**src/design/ipc_mbx_pkg.sv**
```systemverilog
// ipc_mbx_pkg: shared types, codes and constants of the mailbox queue engine
// used by the front end, the back end and the top level; depends on nothing
`timescale 1ns / 1ps

package ipc_mbx_pkg;

  // defaults of the top-level parameters
  localparam int TASKS_DEF        = 32;
  localparam int QUEUE_DEPTH_DEF  = 32;
  localparam int PAYLOAD_BITS_DEF = 64;

  // task index width covering the largest task count
  localparam int TASK_IDX_W = 6;

  // opcodes
  localparam logic [2:0] OP_SEND  = 3'd0;
  localparam logic [2:0] OP_RECV  = 3'd1;
  localparam logic [2:0] OP_POLL  = 3'd2;
  localparam logic [2:0] OP_START = 3'd3;
  localparam logic [2:0] OP_END   = 3'd4;

  // status codes
  localparam logic [2:0] ST_OK    = 3'd0;
  localparam logic [2:0] ST_CAP   = 3'd1;
  localparam logic [2:0] ST_PTR   = 3'd2;
  localparam logic [2:0] ST_DEAD  = 3'd3;
  localparam logic [2:0] ST_FULL  = 3'd4;
  localparam logic [2:0] ST_EMPTY = 3'd5;
  localparam logic [2:0] ST_SAVED = 3'd6;

  // task states
  localparam logic [1:0] TS_RUN  = 2'd0;
  localparam logic [1:0] TS_WAIT = 2'd1;
  localparam logic [1:0] TS_DEAD = 2'd2;

  // configuration register indexes
  localparam logic [1:0] REG_DESKTOP   = 2'd0;
  localparam logic [1:0] REG_INPUT     = 2'd1;
  localparam logic [1:0] REG_DISPLAY   = 2'd2;
  localparam logic [1:0] REG_FIRST_APP = 2'd3;

  localparam logic [4:0] DESKTOP_RST   = 5'd0;
  localparam logic [4:0] INPUT_RST     = 5'd1;
  localparam logic [4:0] DISPLAY_RST   = 5'd2;
  localparam logic [4:0] FIRST_APP_RST = 5'd3;

  typedef struct packed {
    logic [2:0]  opcode;
    logic [4:0]  caller_task;
    logic [5:0]  target_task;
    logic [31:0] buffer_address;
    logic        buffer_valid;
    logic        target_buffer_valid;
    logic [63:0] payload;
  } request_t;

  typedef struct packed {
    logic [2:0]  status;
    logic [63:0] msg_payload;
    logic [4:0]  msg_sender;
    logic        msg_valid;
    logic        caller_blocked;
    logic        woke_receiver;
    logic [4:0]  woke_task;
    logic [31:0] woke_address;
  } result_t;

  // request class decided by the front end
  typedef enum logic [2:0] {
    K_REJECT,
    K_SEND,
    K_RECV,
    K_POLL,
    K_START,
    K_END
  } kind_t;

  // classified request handed from front to back
  typedef struct packed {
    kind_t                 kind;
    logic [2:0]            early_status;
    logic [TASK_IDX_W-1:0] subject;
    logic [4:0]            caller;
    logic [31:0]           addr;
    logic                  tvalid;
    logic [63:0]           payload;
  } cmd_t;

  typedef enum logic [1:0] {
    BS_IDLE,
    BS_EXEC,
    BS_MSGRD
  } back_state_t;

endpackage

```
**src/design/ipc_mbx_front.sv**
```systemverilog
// ipc_mbx_front: configuration registers, request classification and a
// two-entry command queue toward the back end; uses ipc_mbx_pkg
`timescale 1ns / 1ps

module ipc_mbx_front #(
  parameter int TASKS = ipc_mbx_pkg::TASKS_DEF
) (
  input  logic                  clk,
  input  logic                  rst,
  input  logic                  push,
  output logic                  full,
  input  ipc_mbx_pkg::request_t request,
  input  logic                  cfg_valid,
  output logic                  cfg_ready,
  input  logic [1:0]            cfg_index,
  input  logic [4:0]            cfg_data,
  output logic                  cmd_valid,
  output ipc_mbx_pkg::cmd_t     cmd,
  input  logic                  cmd_take
);

  localparam logic [6:0] TASK_CNT = 7'(TASKS);

  logic [4:0] desktop_id, input_id, display_id, first_app_id;

  // configuration registers
  assign cfg_ready = 1'b1;
  always_ff @(posedge clk) begin
    if (rst) begin
      desktop_id   <= ipc_mbx_pkg::DESKTOP_RST;
      input_id     <= ipc_mbx_pkg::INPUT_RST;
      display_id   <= ipc_mbx_pkg::DISPLAY_RST;
      first_app_id <= ipc_mbx_pkg::FIRST_APP_RST;
    end else if (cfg_valid) begin
      unique case (cfg_index)
        ipc_mbx_pkg::REG_DESKTOP:   desktop_id   <= cfg_data;
        ipc_mbx_pkg::REG_INPUT:     input_id     <= cfg_data;
        ipc_mbx_pkg::REG_DISPLAY:   display_id   <= cfg_data;
        ipc_mbx_pkg::REG_FIRST_APP: first_app_id <= cfg_data;
      endcase
    end
  end

  // classification
  ipc_mbx_pkg::cmd_t cls;
  logic              caller_bad, target_bad, may_send;
  logic [6:0]        subj;

  always_comb begin
    caller_bad = {2'b00, request.caller_task} >= TASK_CNT;
    target_bad = {1'b0, request.target_task} >= TASK_CNT;
    may_send = ((request.caller_task == desktop_id) &&
                ((request.target_task == {1'b0, input_id}) ||
                 (request.target_task == {1'b0, display_id}))) ||
               (((request.caller_task == input_id) ||
                 (request.caller_task == display_id) ||
                 (request.caller_task >= first_app_id)) &&
                (request.target_task == {1'b0, desktop_id}));
    subj = (request.opcode == ipc_mbx_pkg::OP_SEND) ? {1'b0, request.target_task}
                                                     : {2'b00, request.caller_task};
    cls.early_status = ipc_mbx_pkg::ST_OK;
    cls.subject      = subj[ipc_mbx_pkg::TASK_IDX_W-1:0];
    cls.caller       = request.caller_task;
    cls.addr         = request.buffer_address;
    cls.tvalid       = request.target_buffer_valid;
    cls.payload      = request.payload;
    cls.kind         = ipc_mbx_pkg::K_REJECT;
    if (caller_bad) begin
      cls.early_status = ipc_mbx_pkg::ST_CAP;
    end else begin
      unique case (request.opcode)
        ipc_mbx_pkg::OP_SEND: begin
          if (target_bad || !may_send) begin
            cls.early_status = ipc_mbx_pkg::ST_CAP;
          end else if (!request.buffer_valid) begin
            cls.early_status = ipc_mbx_pkg::ST_PTR;
          end else begin
            cls.kind = ipc_mbx_pkg::K_SEND;
          end
        end
        ipc_mbx_pkg::OP_RECV, ipc_mbx_pkg::OP_POLL: begin
          if (!request.buffer_valid) begin
            cls.early_status = ipc_mbx_pkg::ST_PTR;
          end else if (request.opcode == ipc_mbx_pkg::OP_RECV) begin
            cls.kind = ipc_mbx_pkg::K_RECV;
          end else begin
            cls.kind = ipc_mbx_pkg::K_POLL;
          end
        end
        ipc_mbx_pkg::OP_START: cls.kind = ipc_mbx_pkg::K_START;
        ipc_mbx_pkg::OP_END:   cls.kind = ipc_mbx_pkg::K_END;
        default:               cls.early_status = ipc_mbx_pkg::ST_CAP;
      endcase
    end
  end

  // two-entry command queue
  ipc_mbx_pkg::cmd_t q [2];
  logic              wr_ptr, rd_ptr;
  logic [1:0]        cnt;
  logic              do_push, do_pop;

  assign full      = cnt == 2'd2;
  assign cmd_valid = cnt != 2'd0;
  assign cmd       = q[rd_ptr];
  assign do_push   = push && !full;
  assign do_pop    = cmd_take && cmd_valid;

  always_ff @(posedge clk) begin
    if (do_push) begin
      q[wr_ptr] <= cls;
    end
  end

  always_ff @(posedge clk) begin
    if (rst) begin
      wr_ptr <= 1'b0;
      rd_ptr <= 1'b0;
      cnt    <= 2'd0;
    end else begin
      if (do_push) begin
        wr_ptr <= !wr_ptr;
      end
      if (do_pop) begin
        rd_ptr <= !rd_ptr;
      end
      cnt <= cnt + 2'(do_push) - 2'(do_pop);
    end
  end

endmodule

```
**config.mk**
```make
export PLATFORM = sky130hd
export DESIGN_NAME = ipc_mbx_front
export DESIGN_NICKNAME = d
export VERILOG_FILES = /design/src/design/ipc_mbx_pkg.sv /design/src/design/ipc_mbx_front.sv
export SDC_FILE = /design/constraint.sdc
export NUM_CORES = 1
export LEC_CHECK = 0
export CORE_UTILIZATION = 60
export CTS_CLUSTER_DIAMETER = 50
export DETAILED_ROUTE_END_ITERATION = 8
export DONT_BUFFER_PORTS = 1
export PLACE_DENSITY = 0.76
export SYNTH_ARGS = -nofsm -noshare
export SYNTH_HDL_FRONTEND = slang
export SYNTH_SLANG_ARGS = --single-unit
```
**constraint.sdc**
```tcl
create_clock -name clk -period 16.15 [get_ports clk]
set_clock_uncertainty 0.05 [all_clocks]
set_input_delay 2.4225 -clock clk [delete_from_list [all_inputs] [get_ports clk]]
set_output_delay 2.4225 -clock clk [all_outputs]
set_load 0.02 [all_outputs]
```
==> metrics.csv <==
stage,metric,value,unit
run_status,status,"finished, final reports clean",
timing,fin_crit,5.03,ns
yosys,yosysMostFrequentCell,edfxtp_1,
pwr,p_comb_frac,0.204,
critical_path,worstSetupEndpointType,output port,
critical_path,crit_type,reg2out,
layout,fillers,1003,
yosys,synth_ff_type,edfxtp_1,
yosys,yosysWarnings,0,
detailed_routing,vias,4468,
pwr,pwr-share-seq,0.482,
clock_network,cts_hold_buf,0,
pwr,switchingPower,0.496,mW
critical_path,worstPathMaxFanout,74,
layout,area_delta_synth_final,10.4,%
critical_path,worstPathCellList,buf_4 > mux2_2,
floorplanning,core_area,0.0158,sq mm
timing,worst_pin_slew,0.978,ns
pwr,p_leak,3.61,nW
placed_design,place.gp.congestion,0.817,
placed_design,dp_slack,11.61,ns
clock_network,htreeDepth,1,
floorplanning,start_util,0.613,
detailed_routing,dr.pass1.iters,4,
global_routing,first_global_vias,4412,
clock_network,root_buffer,clkbuf_16,
clock_network,clkLatencyLatePin,0.51,ns
critical_path,arrival,2.56,ns
clock_network,clockBufferDepth,3,
critical_path,reg2reg_to,q[0][84],
detailed_routing,routed_wl,16.8,mm
yosys,synth_edf_count,226,
pwr,peakVddDrop,0.000136,V
timing,slew_headroom,0.348,
detailed_routing,drtIter0Drc,250,
timing,holdWs,0.430,ns
timing,tns,0,ns
critical_path,r2r_cells,5,
pwr,power.share.clock,0.314,
pwr,pwr_density_cell,164,mW/mm^2
detailed_routing,wire_per_inst,21.6,um
placed_design,post-dp-hpwl,11.2,mm
critical_path,cp_slowest_stage_delay,0.79,ns
pwr,switching_share,0.282,
detailed_routing,routed_via_density,5.75,
floorplanning,die_x,129,um
clock_network,numCtsBuffers,24,
job,cap_violations,0,
layout,antenna_cells,0,
yosys,yosysSeqAreaShare,0.751,
timing,fin_ws,11.12,ns
clock_network,cts_resized,0,
pwr,internal_power,1.26,mW
timing,rsz0062_at_grt,no,
global_routing,grt_use_total,0.190,
critical_path,endpoint,cmd[24],
placed_design,io_buffers,0,
layout,drive_above_1_share,0.291,
floorplanning,ios,241,
yosys,synth.top_cell.area_share,0.700,
floorplanning,dieArea,0.0167,sq mm
critical_path,start_kind,register,
critical_path,reg2reg_slack,13.57,ns
critical_path,crit_required,13.68,ns
yosys,synthArstFlopShare,0,
timing,hold_viol,0,
yosys,syn-instance-count,534,
yosys,synth_cell_type_count,35,
timing,slew_viol_final,0,
floorplanning,die_h,129,um
detailed_routing,drc_errors,0,
timing,fmax,199,MHz
clock_network,cts.sinks,251,
global_routing,grt_overflow_total,0,
yosys,syn-num-nets,665,
yosys,synth_largest_area_cell,edfxtp_1,
min_path,hold_class,reg2reg,
clock_network,cts_tree,built,
yosys,ys_ff_latch,251,
yosys,synth_commonest_cells,"edfxtp_1 (226), mux2_2 (117), nor2_1 (31)",
yosys,synth_area_leaders,"edfxtp_1 (70%), mux2_2 (14%), dfxtp_1 (5.2%)",
critical_path,cpMaxStageDelayCell,buf_4,
timing,setup_violations,0,
yosys,avgSynthCellArea,18.2,sq um
clock_network,cts_setup_buffers,0,
yosys,syn_area,0.00970,sq mm
global_routing,antenna_found_initial,0,
clock_network,clk_pin_slew,0.06,ns
floorplanning,rows,46,
global_routing,grt_max_degree,77,
layout,layout.nets,675,
critical_path,r2r-start,cnt[0],
detailed_routing,antenna_left,0,
global_routing,grt_pass1_wl,23.9,mm
timing,min_period_over_period,0.312,
-- through the flow --
| step | cell area, sq um | std cells | power (mW) | utilization |
|---|---|---|---|---|
| 3_3_place_gp | 9920 | 734 | 1.22 | 0.627 |
| 3_5_place_dp | 9920 | 734 | 1.23 | 0.627 |
| 6_report | 10700 | 777 | 1.76 | 0.677 |
| 2_1_floorplan | 9700 | 534 | 1.18 | - |
| 5_1_grt | 10700 | 777 | 1.82 | 0.677 |
| 4_1_cts | 10700 | 777 | 1.78 | 0.677 |
-- logic make-up (layout without fill, tap and decap cells) --
kind of cell             after synthesis  count (layout)  synth area share
adder cells (fa/ha/maj)                7               7           0.00903
multiplexers                         131             131             0.150
flip-flops                           251             251             0.751
buffers and inverters                 29              56            0.0135
AND/OR/NAND/NOR                       61              61            0.0304
other                                  2               2          0.000774
AO/OA/AOI/OAI                         18              18            0.0133
XOR/XNOR                              35              35            0.0316
-- worst min-delay path by stage --
stage | start | endpoint | depth (start not counted)
final | first_app_id[1] | first_app_id[1] | 1
after global routing | first_app_id[1] | first_app_id[1] | 1
after CTS | first_app_id[1] | first_app_id[1] | 1
after detailed placement | first_app_id[1] | first_app_id[1] | 1
after global placement | first_app_id[1] | first_app_id[1] | 1
after floorplan | first_app_id[1] | first_app_id[1] | 1
-- cell usage in the layout (no fill, tap or decap), types with 4 or more instances in the layout --
| cell type | n |
|---|---|
| a211o_1 | 5 |
| buf_4 | 4 |
| clkbuf_1 | 5 |
| clkbuf_16 | 26 |
| clkinv_2 | 4 |
| dfxtp_1 | 24 |
| edfxtp_1 | 226 |
| ha_1 | 7 |
| inv_1 | 9 |
| mux2_2 | 117 |
| mux2i_1 | 14 |
| nand2_1 | 5 |
| nand3_1 | 4 |
| nor2_1 | 30 |
| nor3_1 | 5 |
| o21ai_0 | 4 |
| xnor2_1 | 21 |
| xor2_1 | 14 |
-- flip-flops by register name (all words and copies together) (netlist names), named ones only --
name,flops
first_app_id,5
display_id,5
q,226
desktop_id,5
cnt,2
input_id,5
rd_ptr,1
wr_ptr,1
-- layout make-up --
cell class	instances	area, sq um	share of cell area
Inverter	9	33.8	0.00315
Timing Repair Buffer	4	30.0	0.00280
Clock buffer	33	697	0.0650
Sequential cell	251	7290	0.680
Tap cell	216	270	0.0252
Multi-Input combinational cell	254	2300	0.214
Clock inverter	10	97.6	0.00911
-- per-layer routing --
metal	GRT usage	vias up	wire length [um]
li1	-	2032	-
met1	0.213	2210	6060
met2	0.326	185	8470
met3	0.0747	41	1780
met4	0.0768	0	501
met5	0	-	0
-- worst max-delay path, delay by kind of cell, from the launching register on --
kind	cells	cell delay, ns
buffers and inverters	1	0.79
flip-flops	1	0.67
multiplexers	1	0.49
-- power by group through the flow --
stage	Clock, mW	Sequential (mW)	Combinational, mW
final	0.552	0.848	0.360
after global routing	0.585	0.857	0.378
after CTS	0.562	0.850	0.365
after detailed placement	0	0.863	0.363
after global placement	0	0.858	0.357
after floorplan	0	0.854	0.327
No activity file was read; power rests on OpenSTA's default activity.
